--- src/design/rme_pkg.sv ---
// package: widths, constants and arctangent table for the euler angle pipeline
`timescale 1ns / 1ps
package rme_pkg;

  localparam int unsigned CordicStages = 16;
  localparam int unsigned CW = 34;
  localparam int unsigned ZW = 28;
  localparam logic signed [ZW-1:0] HalfPiI = 28'sd26353589;
  localparam logic signed [15:0] HalfPiQ13 = 16'sd12868;
  localparam logic signed [16:0] OneQ14 = 17'sd16384;

  typedef struct packed {
    logic signed [CW-1:0] x;
    logic signed [CW-1:0] y;
    logic signed [ZW-1:0] z;
    logic                 zero;
  } cordic_t;

  function automatic logic signed [ZW-1:0] atan_tab(input logic [4:0] i);
    logic signed [ZW-1:0] v;
    begin
      unique case (i)
        5'd0: v = 28'sd13176795;
        5'd1: v = 28'sd7778716;
        5'd2: v = 28'sd4110060;
        5'd3: v = 28'sd2086331;
        5'd4: v = 28'sd1047214;
        5'd5: v = 28'sd524117;
        5'd6: v = 28'sd262123;
        5'd7: v = 28'sd131069;
        default: v = ZW'(28'sd1 <<< (5'd24 - i));
      endcase
      return v;
    end
  endfunction

endpackage

--- src/design/rme_sqrt.sv ---
// pipelined rounded integer square root of a 29 bit value, one result bit per stage
`timescale 1ns / 1ps
module rme_sqrt
  import rme_pkg::*;
(
  input  logic        clk_i,
  input  logic [28:0] v_i,
  output logic [15:0] r_o
);

  localparam int unsigned Steps = 15;

  logic [29:0] rem_q [Steps+1];
  logic [15:0] root_q [Steps+1];

  always_ff @(posedge clk_i) begin
    rem_q[0]  <= 30'(v_i);
    root_q[0] <= '0;
  end

  // restoring digit recurrence, bit weights from 2^28 down
  for (genvar g = 0; g < Steps; g++) begin : g_step
    localparam logic [29:0] Bit = 30'd1 << (2 * (Steps - 1 - g));
    logic [29:0] trial;
    // (2 * root + 1) scaled to the weight of the bit under test
    assign trial = (30'(root_q[g]) << (2 * (Steps - 1 - g) + 2)) + Bit;
    always_ff @(posedge clk_i) begin
      if (rem_q[g] >= trial) begin
        rem_q[g+1]  <= rem_q[g] - trial;
        root_q[g+1] <= {root_q[g][14:0], 1'b1};
      end else begin
        rem_q[g+1]  <= rem_q[g];
        root_q[g+1] <= {root_q[g][14:0], 1'b0};
      end
    end
  end

  // round to nearest
  assign r_o = (rem_q[Steps] > 30'(root_q[Steps])) ? root_q[Steps] + 16'd1 : root_q[Steps];

endmodule

--- config.mk ---
export PLATFORM = sky130hd
export DESIGN_NAME = rme_sqrt
export DESIGN_NICKNAME = d
export VERILOG_FILES = /design/src/design/rme_pkg.sv /design/src/design/rme_sqrt.sv
export SDC_FILE = /design/constraint.sdc
export NUM_CORES = 1
export LEC_CHECK = 0
export BUFFER_PORTS_ARGS = -buffer_cell sky130_fd_sc_hd__buf_2
export CORE_UTILIZATION = 56
export DETAILED_ROUTE_END_ITERATION = 8
export PLACE_DENSITY = 0.75
export SETUP_SLACK_MARGIN = 0.02
export SYNTH_ARGS = -nofsm -noshare
export SYNTH_HDL_FRONTEND = slang
export SYNTH_SLANG_ARGS = --single-unit
--- constraint.sdc ---
create_clock -name clk_i -period 2.8 [get_ports clk_i]
set_input_delay 0.14 -clock clk_i [delete_from_list [all_inputs] [get_ports clk_i]]
set_output_delay 0.14 -clock clk_i [all_outputs]
set_load 0.02 [all_outputs]
Word-level counts from Yosys, hierarchy flattened
Memories as Yosys holds them, arrays and structs flattened.
Index checks and enable logic that the tools add are counted.
- register bits after elaboration: 0
- output and inout bits: 16
- bits in writable memories: 736
- ROM bits: 0
- bits of input ports: 30
- memories kept: 2
- latch bits: 0
- memories (name ; depth ; width ; read ports ; clocked after memory_dff ; wr ports ; RTL line ; source):
    rem_q ; 16 ; 30 ; 16 ; 0 ; 16 ; rme_sqrt.sv:13 ; logic [29:0] rem_q [Steps+1];
    root_q ; 16 ; 16 ; 16 ; 0 ; 16 ; rme_sqrt.sv:14 ; logic [15:0] root_q [Steps+1];
- add/subtract/negate cells: 30
- muxes and demuxes: 76
- $lt $le $gt $ge: 16
- shift operators: 0
- bitwise logic cells: 30
- div/mod/pow operators: 0
- eq/ne operators: 0
- reduce and logical (&&, ||, !) cells: 0
- $mul: 0
- operators by type and width (cell ; count):
    $mux 30 ; 15
    $mux 16 ; 16
    $ge 30x30->1 ; 8
    $sub 30x30->30 ; 8
    $mux 1 ; 45
    $add 30x13->30 const B ; 1
    $add 30x15->30 const B ; 1
    $add 30x17->30 const B ; 1
    $add 30x19->30 const B ; 1
    $add 30x21->30 const B ; 1
    $add 30x23->30 const B ; 1
    $add 30x25->30 const B ; 1
    $add 30x27->30 const B ; 1
    $ge 30x19->1 ; 1
    $ge 30x21->1 ; 1
    $ge 30x23->1 ; 1
    $ge 30x25->1 ; 1
    $ge 30x27->1 ; 1
    $ge 30x29->1 ; 1
    $ge 30x29->1 const B ; 1
    $gt 30x16->1 ; 1
    $or 1x1->1 ; 30
    $sub 30x19->30 ; 1
    $sub 30x21->30 ; 1
    12 further kinds ; 12

Depth between registers and ports, before layout
An unclocked memory read counts as a cell.
- depth after elaboration: 6
- mapped depth: 12
- mapped depth without buffers: 10

Least setup slack after synthesis
Ideal clock, no wire load.
- kind: reg-to-reg
- start point: memory root_q[11][0], in the netlist root_q[1][48]
- end point: memory rem_q[12][10], in the netlist rem_q[6][10]
- path slack: 0.086 ns
- path buffers: 1
- period minus slack after synthesis: 2.714 ns
- arrival: 2.593 ns
- cell stages (with the launch flop): 10
- cell sequence: dfxtp_1 > inv_1 > ha_1 > nor2b_1 > o31ai_1 > nand3_1 > a221o_1 > a2111oi_2 > buf_4 > mux2_2
- RTL lines (element ; RTL line):
    from (decl) ; rme_sqrt.sv:14
    to (decl) ; rme_sqrt.sv:13

==> results.sh <==
export IMPL_status="finished with violations"
export IMPL_violations="negative setup slack"
export IMPL_tightest_slew_ns=0.6633
export IMPL_grt_pass1_wl_mm=83.75
export IMPL_layout_commonest_cell="dfxtp_1"
export IMPL_cp_endpoint="r_o[12]"
export IMPL_netlist_area_sq_mm=0.02275
export IMPL_cp_slowest_cell="dfxtp_2"
export IMPL_dieArea_sq_mm=0.04144
export IMPL_crit_chain="inv_1, ha_4, and4_4, nand4_1, buf_4, o2111ai_4, a21o_4, nand4_1, xnor2_1, buf_4"
export IMPL_drt_iter0_drc=894
export IMPL_finClkSkew_ns=0.03763
export IMPL_yosys_warnings=0
export IMPL_area_delta_synth_final_pct=17.77
export IMPL_drc_errors=0
export IMPL_clock_tree_buffer_depth=3
export IMPL_drv_slew=0
export IMPL_min_path_type="in2reg"
export IMPL_period_needed_ns=2.959
export IMPL_relSlewSlack_pct=55.37
export IMPL_wl_per_cell_um=17.40
export IMPL_r2r_cells=10
export IMPL_hold_viol=0
export IMPL_post_route_period_util_pct=105.7
export IMPL_cts_root_buf="clkbuf_16"
export IMPL_syn_area_per_cell_sq_um=10.10
export IMPL_ir_worst_vdd_uv=744.9
export IMPL_seqCellArea_sq_mm=0.01201
export IMPL_gp_congestion=0.9587
export IMPL_cp_startpoint="root_q[1][124]$_DFF_P_"
export IMPL_synth_edf_count=0
export IMPL_die_x_um=203.6
export IMPL_rr_startpoint="root_q[1][1]$_DFF_P_"
export IMPL_core_area_sq_mm=0.03991
export IMPL_dieHeight_um=203.6
export IMPL_rsz0062_at_grt="yes"
export IMPL_start_util_pct=57.01
export IMPL_endpoint_kind="output pin"
export IMPL_clk_pin_slew_ns=0.06
export IMPL_firstDrtPassIters=5
export IMPL_max_freq_ghz=0.3379
export IMPL_hpwl_mm=36.87
export IMPL_power_per_cell_area_mw_per_mm2=1057
export IMPL_synth_cell_types=80
export IMPL_multi_input_area_sq_mm=0.01040
export IMPL_synth_seq_cells=599
export IMPL_io_pins=46
export IMPL_numPortBuffers=45
export IMPL_diodes=0
export IMPL_drv_cap=0
export IMPL_fp_row_count=73
export IMPL_p_leak_nw=12.06
export IMPL_synthFlopType="dfxtp_1"
export IMPL_track_usage_pct=24.98
export IMPL_cpPeakStageDelay_ns=0.33
export IMPL_layout_setup_ws_ns=-0.1594
export IMPL_reg2reg_to="rem_q[4][58]$_DFF_P_"
export IMPL_critical_path_class="reg2out"
export IMPL_setup_viol=16
export IMPL_final_util_pct=67.14
export IMPL_required_ns=2.66
export IMPL_grt_overflow=0
export IMPL_antenna_found_initial=0
export IMPL_layout_common_cells="587 x dfxtp_1, 173 x inv_1, 143 x nor2_1"
export IMPL_power_mw=28.32
export IMPL_grt_pass1_vias=16984
export IMPL_worstPathArrival_ns=2.82
export IMPL_async_reset_ff_share_pct=0
export IMPL_seq_area_frac_synth_pct=52.70
export IMPL_post_place_ws_ns=-0.1692
export IMPL_cts_made_buffers=56
export IMPL_routed_wl_mm=51.86
export IMPL_path_max_fanout=8
export IMPL_num_nets_final=2593
export IMPL_cts_sinks=599
export IMPL_r2r_slack_ns=0.13
export IMPL_via_per_inst=5.556
export IMPL_layout_drive_gt1_share_pct=13.15
export IMPL_cts_htree_levels=2
export IMPL_vias=16562
export IMPL_syn_inst=2252
export IMPL_insertion_delay_ns=0.63
export IMPL_cts_tree="built"
export IMPL_grt_max_degree=30
export IMPL_cp_start_kind="flip-flop"
export IMPL_fillers=2858
export IMPL_ant_nets=0
## flip-flops by register name, summed over array words and instances, names as in the netlist
| name | flops |
|---|---|
| root_q | 120 |
| rem_q | 479 |
## per-layer routing
metal  GRT usage, %  part of all wire (%)
met5              0                     0
met4          9.828                   3.2
met3          3.771                   4.0
met2          46.17                    52
met1          28.70                    41
## power by group
group / internal [mW] / switching (mW) / leakage [nW] / total (mW)
Sequential: 10.6 / 1.72 / 5.02 / 12.3
Combinational: 3.84 / 4.30 / 6.10 / 8.14
Clock: 4.59 / 3.29 / 0.940 / 7.87
Total: 19.0 / 9.31 / 12.1 / 28.3
## synthesized netlist by cell type (6+ instances only)
cell type / number / area, sq um
dfxtp_1: 599 / 11990
inv_1: 178 / 668.1
ha_1: 149 / 1864
nor2_1: 143 / 536.8
nand2_1: 138 / 518.0
xnor2_1: 118 / 1033
o21ai_0: 117 / 585.6
a21oi_1: 110 / 550.5
xor2_1: 89 / 779.5
nor3_1: 69 / 345.3
nor4_1: 69 / 431.7
nand4_1: 40 / 250.2
o21a_1: 33 / 247.7
a21o_1: 30 / 225.2
nand2b_1: 26 / 162.7
nand3_1: 22 / 110.1
clkbuf_1: 21 / 78.83
nor2b_1: 20 / 125.1
or3_1: 20 / 125.1
a211oi_1: 18 / 135.1
mux2_2: 16 / 180.2
o31ai_1: 16 / 120.1
buf_2: 14 / 70.07
or4_1: 14 / 105.1
and3_1: 13 / 81.33
nand3b_1: 13 / 97.59
nand4b_1: 13 / 113.9
nor4b_1: 10 / 87.58
o211ai_1: 9 / 67.56
and2_1: 8 / 50.05
o21bai_1: 7 / 52.55
a21boi_0: 6 / 45.04
## logic make-up after synthesis
kind of cell	synth area share [%]
other cells	0.01648
compound gates	11.19
buf+inv	3.822
mux	0.9678
fa+ha+maj	8.193
simple gates	15.14
xor+xnor	7.968
flops	52.70
## stage by stage
| step | instances | hold slack, ns | instance area [sq um] | setup TNS [ns] |
|---|---|---|---|---|
| 3_5_place_dp | 2836 | 0.2436 | 23890 | -1.215 |
| 3_3_place_gp | 2836 | 0.2420 | 23890 | -0.8781 |
| 4_1_cts | 2976 | 0.1114 | 26490 | -0.4859 |
| 6_report | 2981 | 0.1391 | 26800 | -1.502 |
| 2_1_floorplan | 2253 | 0.1677 | 22760 | 0 |
| 5_1_grt | 2981 | 0.1119 | 26800 | -2.802 |
## layout make-up
type | count | share of cell area (%)
multi-input combinational | 1435 | 38.80
inverter | 178 | 2.507
tap | 525 | 2.451
clock buffer | 72 | 5.790
sequential | 599 | 44.83
timing repair buffer | 144 | 4.132
clock inverter | 28 | 1.489
## critical path: cells and delay by family (launching register included)
| family | cells | cell delay (ns) |
|---|---|---|
| AND/OR/NAND/NOR | 3 | 0.51 |
| AO/OA/AOI/OAI | 2 | 0.45 |
| flip-flops | 1 | 0.33 |
| adder cells (fa/ha/maj) | 1 | 0.27 |
| buffers and inverters | 3 | 0.44 |
| XOR/XNOR | 1 | 0.23 |
## how the worst min path moves through the flow
stage,start,to,slack [ns],depth (start not counted)
6_report,v_i[0],rem_q[0][0]$_DFF_P_,0.14,2
5_1_grt,v_i[0],rem_q[0][0]$_DFF_P_,0.11,2
4_1_cts,v_i[26],rem_q[0][26]$_DFF_P_,0.11,2
3_5_place_dp,v_i[19],rem_q[0][19]$_DFF_P_,0.24,1
3_3_place_gp,v_i[16],rem_q[0][16]$_DFF_P_,0.24,1
2_1_floorplan,v_i[0],rem_q[0][0]$_DFF_P_,0.17,0
## timing repair
item	in CTS	in global routing
hold endpoints to repair	29	0
hold buffers	29	0
setup endpoints to repair	47	109
pin swaps	16	29
gates cloned	1	0
setup buffers	10	5
gates resized for setup	66	50
Power figures use the tool's default switching activity.
