`src/design/rme_pkg.sv`:
```
// package: widths, constants and arctangent table for the euler angle pipeline
`timescale 1ns / 1ps
package rme_pkg;

  localparam int unsigned CordicStages = 16;
  localparam int unsigned CW = 34;
  localparam int unsigned ZW = 28;
  localparam logic signed [ZW-1:0] HalfPiI = 28'sd26353589;
  localparam logic signed [15:0] HalfPiQ13 = 16'sd12868;
  localparam logic signed [16:0] OneQ14 = 17'sd16384;

  typedef struct packed {
    logic signed [CW-1:0] x;
    logic signed [CW-1:0] y;
    logic signed [ZW-1:0] z;
    logic                 zero;
  } cordic_t;

  function automatic logic signed [ZW-1:0] atan_tab(input logic [4:0] i);
    logic signed [ZW-1:0] v;
    begin
      unique case (i)
        5'd0: v = 28'sd13176795;
        5'd1: v = 28'sd7778716;
        5'd2: v = 28'sd4110060;
        5'd3: v = 28'sd2086331;
        5'd4: v = 28'sd1047214;
        5'd5: v = 28'sd524117;
        5'd6: v = 28'sd262123;
        5'd7: v = 28'sd131069;
        default: v = ZW'(28'sd1 <<< (5'd24 - i));
      endcase
      return v;
    end
  endfunction

endpackage

```
`src/design/rme_atan2.sv`:
```
// pipelined vectoring cordic computing atan2(y, x) in q3.13
`timescale 1ns / 1ps
module rme_atan2
  import rme_pkg::*;
(
  input  logic               clk_i,
  input  logic signed [17:0] y_i,
  input  logic signed [17:0] x_i,
  output logic signed [15:0] ang_o
);

  cordic_t st_q [CordicStages+1];
  cordic_t st_d;

  // quadrant fold and scale into stage 0
  always_comb begin
    st_d.zero = (x_i == '0) && (y_i == '0);
    st_d.z    = '0;
    st_d.x    = CW'(x_i) <<< 12;
    st_d.y    = CW'(y_i) <<< 12;
    if (x_i < 0) begin
      if (y_i >= 0) begin
        st_d.x = CW'(y_i) <<< 12;
        st_d.y = (-CW'(x_i)) <<< 12;
        st_d.z = HalfPiI;
      end else begin
        st_d.x = (-CW'(y_i)) <<< 12;
        st_d.y = CW'(x_i) <<< 12;
        st_d.z = -HalfPiI;
      end
    end
  end

  always_ff @(posedge clk_i) begin
    st_q[0] <= st_d;
  end

  // one micro-rotation per stage
  for (genvar g = 0; g < CordicStages; g++) begin : g_stage
    always_ff @(posedge clk_i) begin
      st_q[g+1].zero <= st_q[g].zero;
      if (st_q[g].y >= 0) begin
        st_q[g+1].x <= st_q[g].x + (st_q[g].y >>> g);
        st_q[g+1].y <= st_q[g].y - (st_q[g].x >>> g);
        st_q[g+1].z <= st_q[g].z + atan_tab(5'(g));
      end else begin
        st_q[g+1].x <= st_q[g].x - (st_q[g].y >>> g);
        st_q[g+1].y <= st_q[g].y + (st_q[g].x >>> g);
        st_q[g+1].z <= st_q[g].z - atan_tab(5'(g));
      end
    end
  end

  logic signed [ZW-1:0] zr;
  assign zr    = st_q[CordicStages].z + ZW'(1024);
  assign ang_o = st_q[CordicStages].zero ? '0 : 16'(zr >>> 11);

endmodule

```
`config.mk`:
```
export PLATFORM = sky130hd
export DESIGN_NAME = rme_atan2
export DESIGN_NICKNAME = d
export VERILOG_FILES = /design/src/design/rme_pkg.sv /design/src/design/rme_atan2.sv
export SDC_FILE = /design/constraint.sdc
export NUM_CORES = 2
export LEC_CHECK = 0
export BUFFER_PORTS_ARGS = -buffer_cell sky130_fd_sc_hd__buf_2
export CELL_PAD_IN_SITES_DETAIL_PLACEMENT = 0
export CELL_PAD_IN_SITES_GLOBAL_PLACEMENT = 2
export CORE_UTILIZATION = 42
export CTS_BUF_LIST = sky130_fd_sc_hd__clkbuf_4
export CTS_CLUSTER_SIZE = 8
export DETAILED_ROUTE_END_ITERATION = 8
export GPL_ROUTABILITY_DRIVEN = 0
export HOLD_SLACK_MARGIN = 0.05
export PLACE_DENSITY = 0.88
export SLEW_MARGIN = 25
export SYNTH_ARGS = -nofsm -noshare
export SYNTH_HDL_FRONTEND = slang
export SYNTH_SLANG_ARGS = --single-unit
```
`constraint.sdc`:
```
create_clock -name clk_i -period 5.5 [get_ports clk_i]
set_input_delay 0.275 -clock clk_i [delete_from_list [all_inputs] [get_ports clk_i]]
set_output_delay 0.275 -clock clk_i [all_outputs]
set_load 0.02 [all_outputs]
```
# After elaboration in Yosys (flattened, before gate mapping)
# Memory sizes are Yosys's and may differ from the RTL's.
# Cells that the tools add are included.
op_classes:
  addsub: 98
  n_mul: 0
  div_mod_pow: 0
  magnitude_cmp: 18
  n_eq_ne: 0
  shifts: 0
  muxes: 99
  n_bitwise: 48
  reduce_logical: 3
op_table:
  columns: ["operator", "n"]
  rows:
  - ["34-bit 2-to-1 mux", 32]
  - ["34-bit by 1-bit greater-or-equal comparator with 1-bit output, second input constant", 16]
  - ["28-bit 2-to-1 mux", 16]
  - ["96-bit 2-to-1 mux", 2]
  - ["34-bit by 19-bit adder with 34-bit output", 2]
  - ["34-bit by 20-bit adder with 34-bit output", 2]
  - ["34-bit by 21-bit adder with 34-bit output", 2]
  - ["34-bit by 22-bit adder with 34-bit output", 2]
  - ["34-bit by 23-bit adder with 34-bit output", 2]
  - ["34-bit by 24-bit adder with 34-bit output", 2]
  - ["34-bit by 25-bit adder with 34-bit output", 2]
  - ["34-bit by 26-bit adder with 34-bit output", 2]
  - ["34-bit by 27-bit adder with 34-bit output", 2]
  - ["34-bit by 28-bit adder with 34-bit output", 2]
  - ["34-bit by 29-bit adder with 34-bit output", 2]
  - ["34-bit by 30-bit adder with 34-bit output", 2]
  - ["34-bit by 31-bit adder with 34-bit output", 2]
  - ["34-bit by 32-bit adder with 34-bit output", 2]
  - ["34-bit by 33-bit adder with 34-bit output", 2]
  - ["34-bit by 19-bit subtractor with 34-bit output", 2]
  - ["34-bit by 20-bit subtractor with 34-bit output", 2]
  - ["34-bit by 21-bit subtractor with 34-bit output", 2]
  - ["34-bit by 22-bit subtractor with 34-bit output", 2]
  - ["34-bit by 23-bit subtractor with 34-bit output", 2]
  - ["other kinds (51)", 160]
totals:
  ff_bits: 0
  latch_bits: 0
  ram_bits: 1649
  romBits: 0
  input_bits: 37
  word_cells: 267
  n_memories: 1
memory_table:
  columns: ["memory", "words", "width", "rd", "rd_ports_with_merged_regs", "wr", "line", "text"]
  rows:
  - ["st_q", 17, 97, 17, 0, 17, "rme_atan2.sv:12", "cordic_t st_q [CordicStages+1];"]

# Logic depth before layout (Yosys ltp)
# An unclocked memory read counts as a cell.
logic_depth:
  word_depth: 5
  mapped_depth: 23
  mapped_depth_nobuf: 22

# Least setup slack after synthesis
# OpenSTA, ideal clock, no wires.
synth_path:
  kind: "register to register"
  start: "mem st_q[5][34] (netlist name)"
  end: "mem st_q[6][93] (netlist name)"
  setup_time_ns: 0.127
  arrival_ns: 4.482
  required_ns: 5.373
  slack_ns: 0.891
  stages_incl_launch_ff: 24
  n_path_buf: 1
  synth_period_minus_slack_ns: 4.609
  path_cell_list: "dfxtp_1 inv_1 ha_1 nand2_1 or3_1 or2_1 or3_4 or4_1 or4_4 nand2b_4 nand2_1 xnor2_1 ha_1 clkbuf_1 nor2b_1 or2_2 a21o_1 a21oi_1 nor2b_1 o21ai_0 nand2b_1 a21oi_1 o21ai_0 xor2_1"
synth_rtl:
  columns: ["item", "line"]
  rows:
  - ["from (decl)", "rme_atan2.sv:12"]

==> metrics.txt <==
# TYPE chip_impl_metric gauge
chip_impl_info{name="worst_r2r_endpoint",value="st_q[14][95]$_DFF_P_"} 1
chip_impl_metric{name="grt_start_max_net_pins",unit=""} 60
chip_impl_metric{name="cts_max_level",unit=""} 5
chip_impl_metric{name="postCtsSetupRepairBufs",unit=""} 0
chip_impl_metric{name="floorplan.initialDensity",unit=""} 0.424
chip_impl_metric{name="post-place-cells",unit=""} 13700
chip_impl_metric{name="clk_transition_reported_paths",unit="ps"} 60
chip_impl_metric{name="clkLatencyLatePin",unit="ps"} 1390
chip_impl_metric{name="global_route_wire_length_before_repair",unit="microns"} 412000
chip_impl_metric{name="synthSimpleGateAreaFrac",unit=""} 0.153
chip_impl_metric{name="fin_crit",unit="ps"} 5090
chip_impl_metric{name="min_period_over_period",unit=""} 0.926
chip_impl_info{name="reg_top3",value="st_q x1268"} 1
chip_impl_info{name="ys_dominant_reg_cell",value="sky130_fd_sc_hd__dfxtp_1"} 1
chip_impl_metric{name="first_pass_iters",unit=""} 6
chip_impl_metric{name="synth_area_in_compound_gates",unit=""} 0.219
chip_impl_metric{name="synth_fa_ha_area_frac",unit=""} 0.169
chip_impl_info{name="crit_path_cell_trace",value="or4_1 -> or2_2 -> or3b_2 -> or4_1 -> o41ai_1 -> xnor2_1 -> ha_1 -> a21oi_1 -> nor2b_1 -> o21ai_0 -> nand2b_1 -> a221oi_1 -> o21ai_0 -> nor2_1 -> o21ai_0 -> o21a_1 -> nor2_1 -> xnor2_1"} 1
chip_impl_metric{name="globalRoute.totalOverflow",unit=""} 0
chip_impl_info{name="worst_setup_path_start_kind",value="flop"} 1
chip_impl_metric{name="port-buffer-count",unit=""} 52
chip_impl_metric{name="row_count",unit=""} 171
chip_impl_metric{name="yosys-mux-area-fraction",unit=""} 0.00272
chip_impl_metric{name="cts_inserted_buffers",unit=""} 366
chip_impl_metric{name="synth_top_area_share",unit=""} 0.275
chip_impl_metric{name="synthArstFlopShare",unit=""} 0
chip_impl_metric{name="setup_viol",unit=""} 0
chip_impl_info{name="hold_path.class",value="in2reg"} 1
chip_impl_metric{name="flow.area_growth_from_synthesis",unit="%"} 10.3
chip_impl_metric{name="post_layout_nonfiller_instances",unit=""} 14400
chip_impl_metric{name="number_of_maximum_capacitance_violations",unit=""} 0
chip_impl_metric{name="skew",unit="ps"} 97.8
chip_impl_metric{name="crit_fanout",unit=""} 4
chip_impl_metric{name="place.detailed.hpwl",unit="microns"} 207000
chip_impl_metric{name="final_net_count",unit=""} 12600
chip_impl_info{name="synth_largest_area_cell",value="sky130_fd_sc_hd__dfxtp_1"} 1
chip_impl_metric{name="setup_slack_on_the_worst_flop_to_flop_path",unit="ps"} 410
chip_impl_metric{name="synth_seq_cells",unit=""} 1268
chip_impl_metric{name="die_h",unit="microns"} 471
chip_impl_metric{name="final.fill_count",unit=""} 21600
chip_impl_info{name="hold_start",value="y_i[9]"} 1
chip_impl_info{name="worstReg2RegStart",value="st_q[13][46]$_DFF_P_"} 1
chip_impl_metric{name="synthesis.yosys.warnings",unit=""} 0
chip_impl_metric{name="drt-wirelength-per-cell",unit="microns"} 17.9
chip_impl_info{name="worstSetupEndpointType",value="flop"} 1
chip_impl_info{name="registers.top_by_ff_count",value="st_q"} 1
chip_impl_info{name="status",value="finished clean"} 1
chip_impl_metric{name="totalWireLength",unit="microns"} 259000
chip_impl_metric{name="drtAntennaViolNets",unit=""} 0
chip_impl_metric{name="r2r.worst_path.cells",unit=""} 18
chip_impl_info{name="final_common_cell",value="sky130_fd_sc_hd__dfxtp_1"} 1
chip_impl_metric{name="clockBufferDepth",unit=""} 4
chip_impl_metric{name="layout_cells_sized_above_1",unit=""} 0.0660
chip_impl_metric{name="worst_path_largest_cell_delay",unit="ps"} 510
chip_impl_info{name="critical_path.most_common_cell",value="sky130_fd_sc_hd__o21ai_0"} 1
chip_impl_metric{name="final.setup.tns",unit="ps"} 0
chip_impl_metric{name="critical_path_buf_inv_count",unit=""} 0
chip_impl_metric{name="ports_placed_on_the_boundary",unit=""} 53
chip_impl_metric{name="synth_xor_xnor_area_share",unit=""} 0.152
chip_impl_metric{name="post-route-util",unit=""} 0.468
chip_impl_metric{name="number_of_sinks_driven_by_the_clock_tree",unit=""} 1268
chip_impl_info{name="post_synth_main_area_contributors",value="sky130_fd_sc_hd__dfxtp_1 (27%), sky130_fd_sc_hd__ha_1 (16%), sky130_fd_sc_hd__xnor2_1 (9.9%)"} 1
chip_impl_metric{name="initialDrtViolationCount",unit=""} 5023
chip_impl_metric{name="multiInputGateArea",unit="sq um"} 64500
chip_impl_metric{name="die-width",unit="microns"} 471
chip_impl_metric{name="fmax",unit="GHz"} 0.196
chip_impl_info{name="crit_type",value="reg2reg"} 1
chip_impl_metric{name="dr_total_vias",unit=""} 79400
chip_impl_metric{name="post_synth_num_cell_types",unit=""} 94
chip_impl_metric{name="design.core.area",unit="sq um"} 218000
chip_impl_metric{name="synth_edf_count",unit=""} 0
chip_impl_info{name="rsz_0062_raised_after_global_routing",value="no"} 1
chip_impl_metric{name="dieArea",unit="sq um"} 222000
chip_impl_info{name="cp_top_family",value="simple AND/OR/NAND/NOR gates"} 1
chip_impl_metric{name="post_drt_via_cell_ratio",unit=""} 5.50
chip_impl_metric{name="synth_area_per_cell",unit="sq um"} 8.51
chip_impl_metric{name="first_global_vias",unit=""} 76700
chip_impl_metric{name="antenna_found_initial",unit=""} 5
chip_impl_metric{name="relSlewSlack",unit=""} 0.421
chip_impl_info{name="crit_slowest_cell",value="sky130_fd_sc_hd__or4_1"} 1
chip_impl_info{name="root_buffer",value="sky130_fd_sc_hd__clkbuf_4"} 1
chip_impl_metric{name="yosysSeqAreaShare",unit=""} 0.275
chip_impl_info{name="cts_tree",value="done"} 1
chip_impl_metric{name="globalRouteTotalUtil",unit=""} 0.228
chip_impl_info{name="hold_path_end",value="st_q[0][0]$_DFF_P_"} 1
chip_impl_metric{name="worst_ep_arrival_time",unit="ps"} 6410
chip_impl_metric{name="mapped_area",unit="sq um"} 92400
chip_impl_metric{name="critical_path_required",unit="ps"} 6810
chip_impl_metric{name="synth_cells",unit=""} 10900
chip_impl_info{name="synth_top_family_by_area",value="compound AO/OA/AOI/OAI gates"} 1
chip_impl_metric{name="final-seq-area",unit="sq um"} 25400
chip_impl_metric{name="tightest_slew",unit="ps"} 868
chip_impl_metric{name="report.final.hold_viol_count",unit=""} 0
chip_impl_metric{name="final-max-slew-violation-count",unit=""} 0
chip_impl_metric{name="hold-path-cell-count",unit=""} 7
chip_impl_metric{name="post-route-drc-count",unit=""} 0
chip_impl_info{name="layout.cells.most_common_list",value="sky130_fd_sc_hd__dfxtp_1 (1255), sky130_fd_sc_hd__ha_1 (1185), sky130_fd_sc_hd__xnor2_1 (1041)"} 1
chip_impl_metric{name="largest_register_ff_count",unit=""} 1268
-- routing by layer --
metal | global-route usage | routed length, microns | vias to the layer above
li1 | - | - | 40100
met1 | 0.317 | 126000 | 37200
met2 | 0.360 | 113000 | 1738
met3 | 0.0334 | 12400 | 417
met4 | 0.0701 | 6950 | 0
met5 | 0 | 0 | -
-- cells by family (layout without fill, tap and decap cells) --
kind of cell	Yosys count	count (layout)
compound gates	3138	3138
simple gates	2858	2858
xor+xnor	1603	1603
flops	1268	1268
fa+ha+maj	1223	1223
buf+inv	745	1387
mux	25	25
other cells	1	93
-- layout make-up --
class | instances | share of cell area
multi-input cells | 8929 | 0.633
flip-flops and latches | 1268 | 0.249
clock buffers | 499 | 0.0368
well taps | 2854 | 0.0350
inverters | 543 | 0.0200
repair buffers | 226 | 0.0183
clock inverters | 119 | 0.00700
diodes | 11 | 0.000270
-- worst max path at each step --
stage	cells after the start	to	from	slack [ps]
finish	18	st_q[14][95]$_DFF_P_	st_q[13][46]$_DFF_P_	410
global route	20	st_q[6][93]$_DFF_P_	st_q[5][34]$_DFF_P_	60
CTS	18	st_q[14][95]$_DFF_P_	st_q[13][46]$_DFF_P_	500
detailed placement	18	st_q[14][95]$_DFF_P_	st_q[13][44]$_DFF_P_	490
global placement	22	st_q[6][96]$_DFF_P_	st_q[5][35]$_DFF_P_	350
floorplan	23	st_q[6][93]$_DFF_P_	st_q[5][34]$_DFF_P_	890
-- worst register-to-register path: stages (launching register included) --
cell                       delay [ps]
sky130_fd_sc_hd__dfxtp_1          380
sky130_fd_sc_hd__or4_1            520
sky130_fd_sc_hd__or2_2            320
sky130_fd_sc_hd__or3b_2           510
sky130_fd_sc_hd__or4_1            470
sky130_fd_sc_hd__o41ai_1          330
sky130_fd_sc_hd__xnor2_1          250
sky130_fd_sc_hd__ha_1             350
sky130_fd_sc_hd__a21oi_1          160
sky130_fd_sc_hd__nor2b_1           60
sky130_fd_sc_hd__o21ai_0          160
sky130_fd_sc_hd__nand2b_1         100
sky130_fd_sc_hd__a221oi_1         400
sky130_fd_sc_hd__o21ai_0          220
sky130_fd_sc_hd__nor2_1           180
sky130_fd_sc_hd__o21ai_0          170
sky130_fd_sc_hd__o21a_1           220
sky130_fd_sc_hd__nor2_1           110
sky130_fd_sc_hd__xnor2_1          130
-- what timing repair did --
action / in CTS / in global routing
hold buffers: 120 / 0
endpoints found under the hold margin: 44 / 0
gates resized for setup: 0 / 0
-- through the flow --
step / hold slack (ps) / setup slack (ps) / instance area (sq um)
final: 252 / 407 / 102000
after global routing: 197 / 60.4 / 102000
after CTS: 59.5 / 503 / 102000
after detailed placement: 312 / 490 / 96200
after global placement: 310 / 350 / 96200
after floorplan: 303 / 891 / 92700
-- synth_stat cells (24+ instances only) --
cell type	number
sky130_fd_sc_hd__buf_1	26
sky130_fd_sc_hd__o31ai_1	212
sky130_fd_sc_hd__o211ai_1	48
sky130_fd_sc_hd__or4_1	73
sky130_fd_sc_hd__inv_1	541
sky130_fd_sc_hd__a31oi_1	96
sky130_fd_sc_hd__or2_2	54
sky130_fd_sc_hd__nand3_1	207
sky130_fd_sc_hd__o21bai_1	151
sky130_fd_sc_hd__dfxtp_1	1268
sky130_fd_sc_hd__ha_1	1185
sky130_fd_sc_hd__xor2_1	562
sky130_fd_sc_hd__a21oi_1	906
sky130_fd_sc_hd__mux2i_1	24
sky130_fd_sc_hd__nand2_1	651
sky130_fd_sc_hd__o21a_1	140
sky130_fd_sc_hd__a211oi_1	74
sky130_fd_sc_hd__nor2_1	760
sky130_fd_sc_hd__nor2b_1	200
sky130_fd_sc_hd__o21ai_0	643
sky130_fd_sc_hd__and3_1	97
sky130_fd_sc_hd__fa_1	38
sky130_fd_sc_hd__clkbuf_1	173
sky130_fd_sc_hd__o41ai_1	85
sky130_fd_sc_hd__a211o_1	28
sky130_fd_sc_hd__or3_1	164
sky130_fd_sc_hd__nand4_1	71
sky130_fd_sc_hd__a21o_1	439
sky130_fd_sc_hd__and2_1	57
sky130_fd_sc_hd__a21boi_0	43
sky130_fd_sc_hd__nor3_1	201
sky130_fd_sc_hd__nor4_1	63
sky130_fd_sc_hd__nand2b_1	169
sky130_fd_sc_hd__xnor2_1	1041
Power is not shown: default switching activity piles up to over one toggle a cycle in this logic, so the estimate is an artifact.
